File: src/rtl/core/ftil_pkg.sv
// Shared types, constants and helpers for the filtered top-k insertion list.
`timescale 1ns / 1ps
package ftil_pkg;

  localparam int LIST_CAPACITY = 16;
  localparam int CNT_W         = $clog2(LIST_CAPACITY + 1);
  localparam int K_W           = 5;
  localparam int LIM_W         = (CNT_W > K_W) ? CNT_W : K_W;
  localparam int OFFSET_W      = 32;
  localparam int DIST_W        = 32;

  localparam logic [K_W-1:0] K_LIMIT_RESET = K_W'(16);

  localparam logic ACT_OFFER = 1'b0;
  localparam logic ACT_END   = 1'b1;

  typedef struct packed {
    logic [OFFSET_W-1:0] offset;
    logic [DIST_W-1:0]   distance;
  } entry_t;

  typedef struct packed {
    logic insert;
    logic shift;
  } cell_ctl_t;

  function automatic logic [CNT_W-1:0] eff_limit(input logic [K_W-1:0] k);
    logic [LIM_W-1:0] kx;
    logic [LIM_W-1:0] res;
    kx = LIM_W'(k);
    if (kx == '0) begin
      res = LIM_W'(1);
    end else if (kx > LIM_W'(LIST_CAPACITY)) begin
      res = LIM_W'(LIST_CAPACITY);
    end else begin
      res = kx;
    end
    return CNT_W'(res);
  endfunction

endpackage

File: src/rtl/core/filtered_topk_insertion_list_unit.sv
// Top level: filtered top-k insertion list built from a row of compare-and-shift cells.
// Offer request: accepted while not busy, one per cycle back to back, no result.
// End request, empty list: one result on out_strobe in the cycle after acceptance.
// End request, n entries: busy in ST_READ while the cell row shifts one entry out per
//   cycle; results, one per entry, come back to back through res_r.
// Results cannot be stalled. Synchronous reset empties the list and sets k_limit to 16.
`timescale 1ns / 1ps
module filtered_topk_insertion_list_unit (
  input  logic                           clk,
  input  logic                           rst_n,
  input  logic                           start,
  output logic                           busy,
  input  logic                           in_action,
  input  logic [ftil_pkg::OFFSET_W-1:0]  in_row_offset,
  input  logic signed [ftil_pkg::DIST_W-1:0] in_distance,
  input  logic                           in_pass,
  input  logic                           cfg_we,
  input  logic [ftil_pkg::K_W-1:0]       cfg_wdata,
  output logic                           out_strobe,
  output logic [ftil_pkg::OFFSET_W-1:0]  out_offset,
  output logic signed [ftil_pkg::DIST_W-1:0] out_distance,
  output logic                           out_entry_valid,
  output logic                           out_last
);

  typedef enum logic [1:0] {
    ST_IDLE = 2'b01,
    ST_READ = 2'b10
  } state_t;

  localparam int CAP = ftil_pkg::LIST_CAPACITY;

  state_t                      state_r, state_nxt;
  logic [ftil_pkg::CNT_W-1:0]  count_r, count_nxt;
  logic [ftil_pkg::K_W-1:0]    k_limit_r;
  logic                        strobe_r, strobe_nxt;
  logic                        entry_valid_r, entry_valid_nxt;
  logic                        last_r, last_nxt;
  ftil_pkg::entry_t            res_r, res_nxt;

  ftil_pkg::entry_t            new_item;
  ftil_pkg::cell_ctl_t         ctl;
  ftil_pkg::entry_t            item_w [CAP];
  logic                        gt_w   [CAP];
  logic                        valid_w[CAP];
  logic                        accept;

  assign busy     = (state_r == ST_READ);
  assign accept   = start && !busy;
  assign new_item = '{offset: in_row_offset, distance: in_distance};

  always_comb begin
    ctl.insert = accept && (in_action == ftil_pkg::ACT_OFFER) && in_pass
                 && (count_r < ftil_pkg::eff_limit(k_limit_r));
    ctl.shift  = (state_r == ST_READ);
  end

  for (genvar i = 0; i < CAP; i++) begin : g_cell
    ftil_pkg::entry_t left_item;
    ftil_pkg::entry_t right_item;
    logic             left_gt;
    logic             left_valid;

    assign valid_w[i] = (count_r > ftil_pkg::CNT_W'(i));

    if (i == 0) begin : g_head
      assign left_item  = new_item;
      assign left_gt    = 1'b0;
      assign left_valid = 1'b1;
    end else begin : g_body
      assign left_item  = item_w[i-1];
      assign left_gt    = gt_w[i-1];
      assign left_valid = valid_w[i-1];
    end

    if (i == CAP - 1) begin : g_tail
      assign right_item = item_w[i];
    end else begin : g_inner
      assign right_item = item_w[i+1];
    end

    ftil_cell u_cell (
      .clk        (clk),
      .ctl        (ctl),
      .new_item   (new_item),
      .valid_i    (valid_w[i]),
      .left_gt    (left_gt),
      .left_valid (left_valid),
      .left_item  (left_item),
      .right_item (right_item),
      .item_o     (item_w[i]),
      .gt_o       (gt_w[i])
    );
  end

  always_comb begin
    state_nxt       = state_r;
    count_nxt       = count_r;
    strobe_nxt      = 1'b0;
    entry_valid_nxt = 1'b0;
    last_nxt        = 1'b0;
    res_nxt         = res_r;
    unique case (state_r)
      ST_IDLE: begin
        if (accept) begin
          if (in_action == ftil_pkg::ACT_END) begin
            if (count_r == '0) begin
              strobe_nxt = 1'b1;
              last_nxt   = 1'b1;
              res_nxt    = '0;
            end else begin
              state_nxt = ST_READ;
            end
          end else if (ctl.insert) begin
            count_nxt = count_r + ftil_pkg::CNT_W'(1);
          end
        end
      end
      ST_READ: begin
        strobe_nxt      = 1'b1;
        entry_valid_nxt = 1'b1;
        res_nxt         = item_w[0];
        last_nxt        = (count_r == ftil_pkg::CNT_W'(1));
        count_nxt       = count_r - ftil_pkg::CNT_W'(1);
        if (count_r == ftil_pkg::CNT_W'(1)) begin
          state_nxt = ST_IDLE;
        end
      end
      default: begin
        state_nxt = ST_IDLE;
      end
    endcase
  end

  always_ff @(posedge clk) begin
    if (!rst_n) begin
      state_r   <= ST_IDLE;
      count_r   <= '0;
      k_limit_r <= ftil_pkg::K_LIMIT_RESET;
      strobe_r  <= 1'b0;
    end else begin
      state_r  <= state_nxt;
      count_r  <= count_nxt;
      strobe_r <= strobe_nxt;
      if (cfg_we) begin
        k_limit_r <= cfg_wdata;
      end
    end
  end

  always_ff @(posedge clk) begin
    entry_valid_r <= entry_valid_nxt;
    last_r        <= last_nxt;
    res_r         <= res_nxt;
  end

  assign out_strobe      = strobe_r;
  assign out_entry_valid = entry_valid_r;
  assign out_last        = last_r;
  assign out_offset      = res_r.offset;
  assign out_distance    = $signed(res_r.distance);

endmodule

File: src/rtl/core/ftil_cell.sv
// One compare-and-shift cell of the sorted list.
`timescale 1ns / 1ps
module ftil_cell (
  input  logic              clk,
  input  ftil_pkg::cell_ctl_t ctl,
  input  ftil_pkg::entry_t  new_item,
  input  logic              valid_i,
  input  logic              left_gt,
  input  logic              left_valid,
  input  ftil_pkg::entry_t  left_item,
  input  ftil_pkg::entry_t  right_item,
  output ftil_pkg::entry_t  item_o,
  output logic              gt_o
);

  ftil_pkg::entry_t item_r;
  ftil_pkg::entry_t item_nxt;
  logic             gt;

  assign gt     = valid_i && ($signed(item_r.distance) > $signed(new_item.distance));
  assign gt_o   = gt;
  assign item_o = item_r;

  always_comb begin
    item_nxt = item_r;
    priority if (ctl.shift) begin
      item_nxt = right_item;
    end else if (ctl.insert) begin
      if (left_gt) begin
        item_nxt = left_item;
      end else if ((gt || !valid_i) && left_valid) begin
        item_nxt = new_item;
      end
    end else begin
      item_nxt = item_r;
    end
  end

  always_ff @(posedge clk) begin
    item_r <= item_nxt;
  end

endmodule

File: config.mk
export PLATFORM = sky130hd
export DESIGN_NAME = filtered_topk_insertion_list_unit
export DESIGN_NICKNAME = d
export VERILOG_FILES = /design/src/rtl/core/ftil_pkg.sv /design/src/rtl/core/filtered_topk_insertion_list_unit.sv /design/src/rtl/core/ftil_cell.sv
export SDC_FILE = /design/constraint.sdc
export NUM_CORES = 2
export LEC_CHECK = 0
export BUFFER_PORTS_ARGS = -buffer_cell sky130_fd_sc_hd__clkbuf_2
export CAP_MARGIN = 10
export CORE_UTILIZATION = 45
export DETAILED_ROUTE_END_ITERATION = 8
export GPL_ROUTABILITY_DRIVEN = 0
export PLACE_DENSITY_LB_ADDON = 0.12
export SYNTH_ARGS = -nofsm -noshare
export SYNTH_HDL_FRONTEND = slang
export SYNTH_SLANG_ARGS = --single-unit
File: constraint.sdc
create_clock -name clk -period 13.4 [get_ports clk]
set_input_delay 0.67 -clock clk [delete_from_list [all_inputs] [get_ports clk]]
set_output_delay 0.67 -clock clk [all_outputs]
set_load 0.02 [all_outputs]
======== Yosys cells after proc, flatten, opt, wreduce, memory -nomap -nowiden ========
Cells that the tools add are included.
operators by class
  equality and inequality tests ........... 10
  magnitude comparators ................... 34
  add/subtract/negate cells ............... 2
  bitwise logic cells ..................... 2
  reduce and logical (&&, ||, !) cells .... 107
  multiplexer cells ....................... 82
operator list
  kind                   count
  $mux W64               64
  $gt A32 B32 Y1         16
  $pmux W64 S2           1
  $reduce_bool A3 Y1     14
  $gt A5 B4 Y1 const B   8
  $logic_and A1 B1 Y1    35
  $reduce_and A2 Y1      15
  $mux W5                5
  $gt A5 B3 Y1 const B   4
  $logic_not A1 Y1       17
  $logic_or A1 B1 Y1     16
  $ne A2 B2 Y1 const B   6
  $reduce_and A4 Y1      3
  $gt A5 B1 Y1 const B   2
  $gt A5 B2 Y1 const B   2
  $logic_not A5 Y1       2
  $pmux W5 S2            1
  $mux W2                4
  $reduce_bool A2 Y1     4
  $add A5 B1 Y5 const B  1
  $eq A5 B1 Y1 const B   1
  $gt A5 B5 Y1 const B   1
  $lt A5 B5 Y1           1
  $sub A5 B1 Y5 const B  1
  other kinds (8)        13
word-level totals
  logic and storage cells ................. 277
  register bits ........................... 1103
  output and inout bits ................... 68
  bits of input ports ..................... 75

======== Longest topological paths before layout ========
  depth in word-level cells ............... 10
  depth in mapped cells ................... 12

======== Cells and area by module ========
Synthesis repeated with hierarchy kept, for this count alone.
second synthesis, totals
  cell total of the unflattened synthesis .. 6707
  area total of the unflattened synthesis .. 69255.2 µm²
modules (own cells, without submodules)
  module                             area an instance (µm²)  instances  cells each  seq. area each (µm²)
  ftil_cell (g_cell[0].u_cell ...)   4116.4                  13         402         1921.8
  ftil_cell (g_cell[8].u_cell ...)   4081.4                  2          397         1921.8
  ftil_cell (g_cell[7].u_cell)       4088.9                  1          402         1921.8
  filtered_topk_insertion_list_unit  3489.6                  1          285         2222.1

======== Worst setup path after synthesis ========
Ideal clock, no wire load.
  path kind ............................... input -> register
  start ................................... input in_distance[31] (netlist bit)
  end ..................................... register g_cell[6].u_cell.item_r, in the netlist g_cell[6].u_cell.item_o[0] (enable)
  path buffers ............................ 0
  required time ........................... 12.826 ns
  slack ................................... 5.538 ns
  library setup time ...................... 0.574 ns
  stages .................................. 10
  data arrival time ....................... 7.288 ns
  cells stage by stage .................... inv_1 -> ha_1 -> nand4_1 -> nor4_1 -> nand2_1 -> nor3_1 -> nor4_1 -> or3b_2 -> and3_1 -> o21ai_0
on the way
  cells in the longest elaborated chain, start to end .. 6
  elaborated cells on any way between the ends .. 8
  those cells by class .................... order compare: 2; reduce/logical: 6
RTL lines
  item                            line                                     RTL
  start: declaration              filtered_topk_insertion_list_unit.sv:15  input logic signed [ftil_pkg::DIST_W-1:0] in_distance,
  $gt A32 B32 Y1                  ftil_cell.sv:20                          assign gt = valid_i && ($signed(item_r.distance) > $signed(new_item.distance));
  $logic_and A1 B1 Y1             ftil_cell.sv:20
  $logic_or A1 B1 Y1              ftil_cell.sv:31                          end else if ((gt || !valid_i) && left_valid) begin
  $logic_and A1 B1 Y1             ftil_cell.sv:31
  $reduce_bool A3 Y1 (no line) *  --
  $reduce_and A2 Y1 (no line) *   --
  end signal: assignment          ftil_cell.sv:40                          item_r <= item_nxt;
  end: declaration                ftil_cell.sv:16                          ftil_pkg::entry_t item_r;
Every way passes the cells marked *; elsewhere a longest branch is shown, timed or not.
A chain may end at the register's enable or synchronous reset.

======== Worst setup path after layout ========
  start ................................... input in_distance[15] (netlist bit)
  end ..................................... register g_cell[9].u_cell.item_r, in the netlist g_cell[9].u_cell.item_o[39] (enable)
on the way
  cells in the longest elaborated chain, start to end .. 6
  elaborated cells on any way between the ends .. 8
  those cells by class .................... order compare: 2; reduce/logical: 6
RTL lines
  item                            line
  $gt A32 B32 Y1                  ftil_cell.sv:20
  $logic_and A1 B1 Y1             ftil_cell.sv:20
  $logic_or A1 B1 Y1              ftil_cell.sv:31
  $logic_and A1 B1 Y1             ftil_cell.sv:31
  $reduce_bool A3 Y1 (no line) *  --
  $reduce_and A2 Y1 (no line) *   --
  end signal: assignment          ftil_cell.sv:40
  end: declaration                ftil_cell.sv:16
Marked as above.

==> impl_metrics.env <==
export IMPL_status="finished, violations left"
export IMPL_violations="design-rule violations"
export IMPL_final_setup_tns_ns=0
export IMPL_final_cell_area_um2=71600
export IMPL_final_util=0.498
export IMPL_synth_edff_count=1088
export IMPL_ys_ff_latch=1103
export IMPL_skew_ns=0.0335
export IMPL_slew_headroom=0.117
export IMPL_max_freq_ghz=0.161
export IMPL_hold_slack_ns=0.131
export IMPL_hp_class="in2reg"
export IMPL_cp_cell_sequence="clkbuf_2, inv_1, ha_1, nand4_1, nor4_1, o21ai_0, o211a_1, o311ai_0, nand4_1, a31oi_4, buf_4"
export IMPL_synth_avg_cell_area_um2=11.8
export IMPL_h_tree_depth=4
export IMPL_vias_per_cell=6.82
export IMPL_busiest_layer="met2"
export IMPL_required_ns=13.80
export IMPL_grt_pass1_vias=47300
export IMPL_floorplan_core_area_um2=144000
export IMPL_use_met1=0.444
export IMPL_setup_viol=0
export IMPL_critPathKind="in2reg"
export IMPL_worstSkewPairLatency_ns=0.79
export IMPL_cts_buffer_depth=3
export IMPL_finalMaxSlewViolations=0
export IMPL_grt_overflow=0
export IMPL_die_w_um=383
export IMPL_netlist_instances=5522
export IMPL_antenna_found_initial=9
export IMPL_cts_tree="yes"
export IMPL_multi_input_area_um2=30400
export IMPL_num_vias=50400
export IMPL_worst_r2r_setup_slack_ns=7.25
export IMPL_final_fill_count=12700
export IMPL_drive_above_1_share=0.0936
export IMPL_ys_flop_type="edfxtp_1"
export IMPL_worstSetupEndpointType="register"
export IMPL_rsz0062_at_grt="no"
export IMPL_root_buffer="clkbuf_16"
export IMPL_die_area_um2=146000
export IMPL_cts_hold_buf=0
export IMPL_clkTransAtPathRegs_ns=0.06
export IMPL_hold_depth=3
export IMPL_p_leak_nw=24.7
export IMPL_grt_max_degree=212
export IMPL_final_common_cell="edfxtp_1"
export IMPL_yosys_area_top_type_share=0.501
export IMPL_yosys_area_top_type="edfxtp_1"
export IMPL_post_cts_buffers=0
export IMPL_final_cell_count_no_fill=7388
export IMPL_initial_core_util=0.454
export IMPL_grt_pass1_wl_mm=336
export IMPL_ant_nets=0
export IMPL_grt_util_all_layers=0.311
export IMPL_holdCritStartpoint="cfg_wdata[0]"
export IMPL_syn_num_nets=6120
export IMPL_wirelength_mm=233
export IMPL_io_buffers=142
export IMPL_dr_first_iter_drc_count=6675
export IMPL_crit_top_cell="nand4_1"
export IMPL_hpwl_mm=148
export IMPL_placed_area_um2=67500
export IMPL_area_growth_syn_to_layout_pct=9.78
export IMPL_finalHoldViolCount=0
export IMPL_crit_slowest_cell="a31oi_4"
export IMPL_slowest_delay_ns=1.09
export IMPL_post_cts_resized=0
export IMPL_wl_per_cell_um=31.6
export IMPL_mostFrequentLayoutCells="edfxtp_1, a221o_1, nor3b_1"
export IMPL_worst_pin_slew_ns=1.31
export IMPL_cts_made_buffers=133
export IMPL_reg2reg_depth=9
export IMPL_worstPathMaxFanout=43
export IMPL_r2r_end="g_cell[9].u_cell.item_o[39]$_DFFE_PP_"
export IMPL_cts_sinks=1103
export IMPL_irDropWorstVdd_mv=0.140
export IMPL_drc=12
export IMPL_placed_cells_incl_taps=7156
export IMPL_drv_cap=0
export IMPL_yosysWarnings=0
export IMPL_seqCellArea_um2=33000
export IMPL_netlist_area_um2=65200
export IMPL_drt_pre_antenna_iters=8
export IMPL_seq_area_frac_synth=0.506
export IMPL_final_nets=5986
export IMPL_grt_met3_usage=0.0513
export IMPL_holdPathEnd="k_limit_r[0]$_SDFFE_PN0P_"
export IMPL_synth_area_leaders="edfxtp_1, a221o_1, ha_1"
export IMPL_p_per_area_nw_per_um2=168
export IMPL_placementRows=139
export IMPL_cp_data_arrival_time_ns=6.62
export IMPL_finalCriticalPeriod_ns=6.22
export IMPL_boundaryPins=143
export IMPL_ys_types=65
export IMPL_die_y_um=383
export IMPL_async_reset_ff_frac=0
export IMPL_r2r_start="g_cell[9].u_cell.item_o[15]$_DFFE_PP_"
export IMPL_period_share=0.464
export IMPL_start_kind="input pin"
export IMPL_met2_usage=0.469
==> registers in the layout (all words and copies together) (netlist names) <==
register	flops
g_cell.u_cell.item_o	1024
out_distance	32
out_offset	32
count_r	5
k_limit_r	5
state_r	2
out_entry_valid	1
out_last	1
out_strobe	1
==> cells in the mapped netlist (3+ instances only) <==
library cell,count
inv_1,69
xor2_1,3
buf_1,23
nor3b_1,632
a41oi_1,5
o31ai_1,4
a31oi_1,15
buf_2,25
and3_1,8
a21boi_0,4
nor2b_1,59
o221ai_1,4
mux2i_1,70
dfxtp_1,15
o21a_1,4
nand2b_1,18
o211a_1,4
ha_1,523
nor3_1,28
edfxtp_1,1088
nand3_1,165
nor4b_1,66
and2_1,71
a211oi_1,7
and4_1,12
xnor2_1,4
clkbuf_1,448
or3_1,3
a211o_1,3
buf_6,7
a221o_1,709
a22o_1,3
nand2_1,504
a2111o_1,4
or4_1,6
o31a_1,3
o21ai_0,142
nand4_1,103
nor2_1,86
nor4_1,24
a21oi_1,188
a221oi_1,12
a21o_1,104
o211ai_1,152
mux2_2,70
==> area by class of cell <==
type / instances / area share
repair buffers: 234 / 0.0208
clock buffers: 173 / 0.0493
inverters: 71 / 0.00383
multi-input cells: 3845 / 0.425
clock inverters: 55 / 0.00670
flip-flops and latches: 1103 / 0.461
diodes: 4 / 0.000140
well taps: 1903 / 0.0333
==> kinds of logic after synthesis <==
group	share of synthesized area
flip-flops	0.506
buffers and inverters	0.0343
adder cells (fa/ha/maj)	0.100
AND/OR/NAND/NOR	0.161
XOR/XNOR	0.000940
AO/OA/AOI/OAI	0.175
multiplexers	0.0228
==> worst max-delay path, delay by kind of cell <==
kind	cells	cell delay [ns]
fa+ha+maj	1	0.31
simple gates	3	1.47
compound gates	4	2.54
buf+inv	3	1.55
==> per-layer routing <==
metal  wire length, um  share of wire  vias up
met4              9840          0.042        6
met5                34        0.00015        -
met1            101000           0.43    25300
met3             20300          0.087      419
li1                  -              -    22100
met2            102000           0.44     2574
==> metrics by stage <==
stage                     total power (W)  worst slack, ns
after floorplan                   0.00725             5.54
after global placement            0.00847             6.13
after detailed placement          0.00854             6.53
after CTS                          0.0120             7.35
after global routing               0.0125             7.27
final                              0.0120             7.18
==> worst max path at each step <==
stage	startpoint	to	slack, ns	cells past startpoint
2_1_floorplan	in_distance[31]	g_cell[6].u_cell.item_o[0]$_DFFE_PP_	5.54	10
3_3_place_gp	in_distance[13]	g_cell[2].u_cell.item_o[16]$_DFFE_PP_	6.13	12
3_5_place_dp	in_distance[15]	g_cell[9].u_cell.item_o[39]$_DFFE_PP_	6.53	11
4_1_cts	in_distance[15]	g_cell[9].u_cell.item_o[39]$_DFFE_PP_	7.35	11
5_1_grt	in_distance[13]	g_cell[9].u_cell.item_o[42]$_DFFE_PP_	7.27	11
6_report	in_distance[15]	g_cell[9].u_cell.item_o[39]$_DFFE_PP_	7.18	11
==> power breakdown <==
part	switching (W)	internal (W)	total (W)
Clock	0.00152	0.00197	0.00349
Combinational	0.00234	0.00116	0.00350
Sequential	0.000383	0.00467	0.00505
Power figures use the tool's default switching activity.
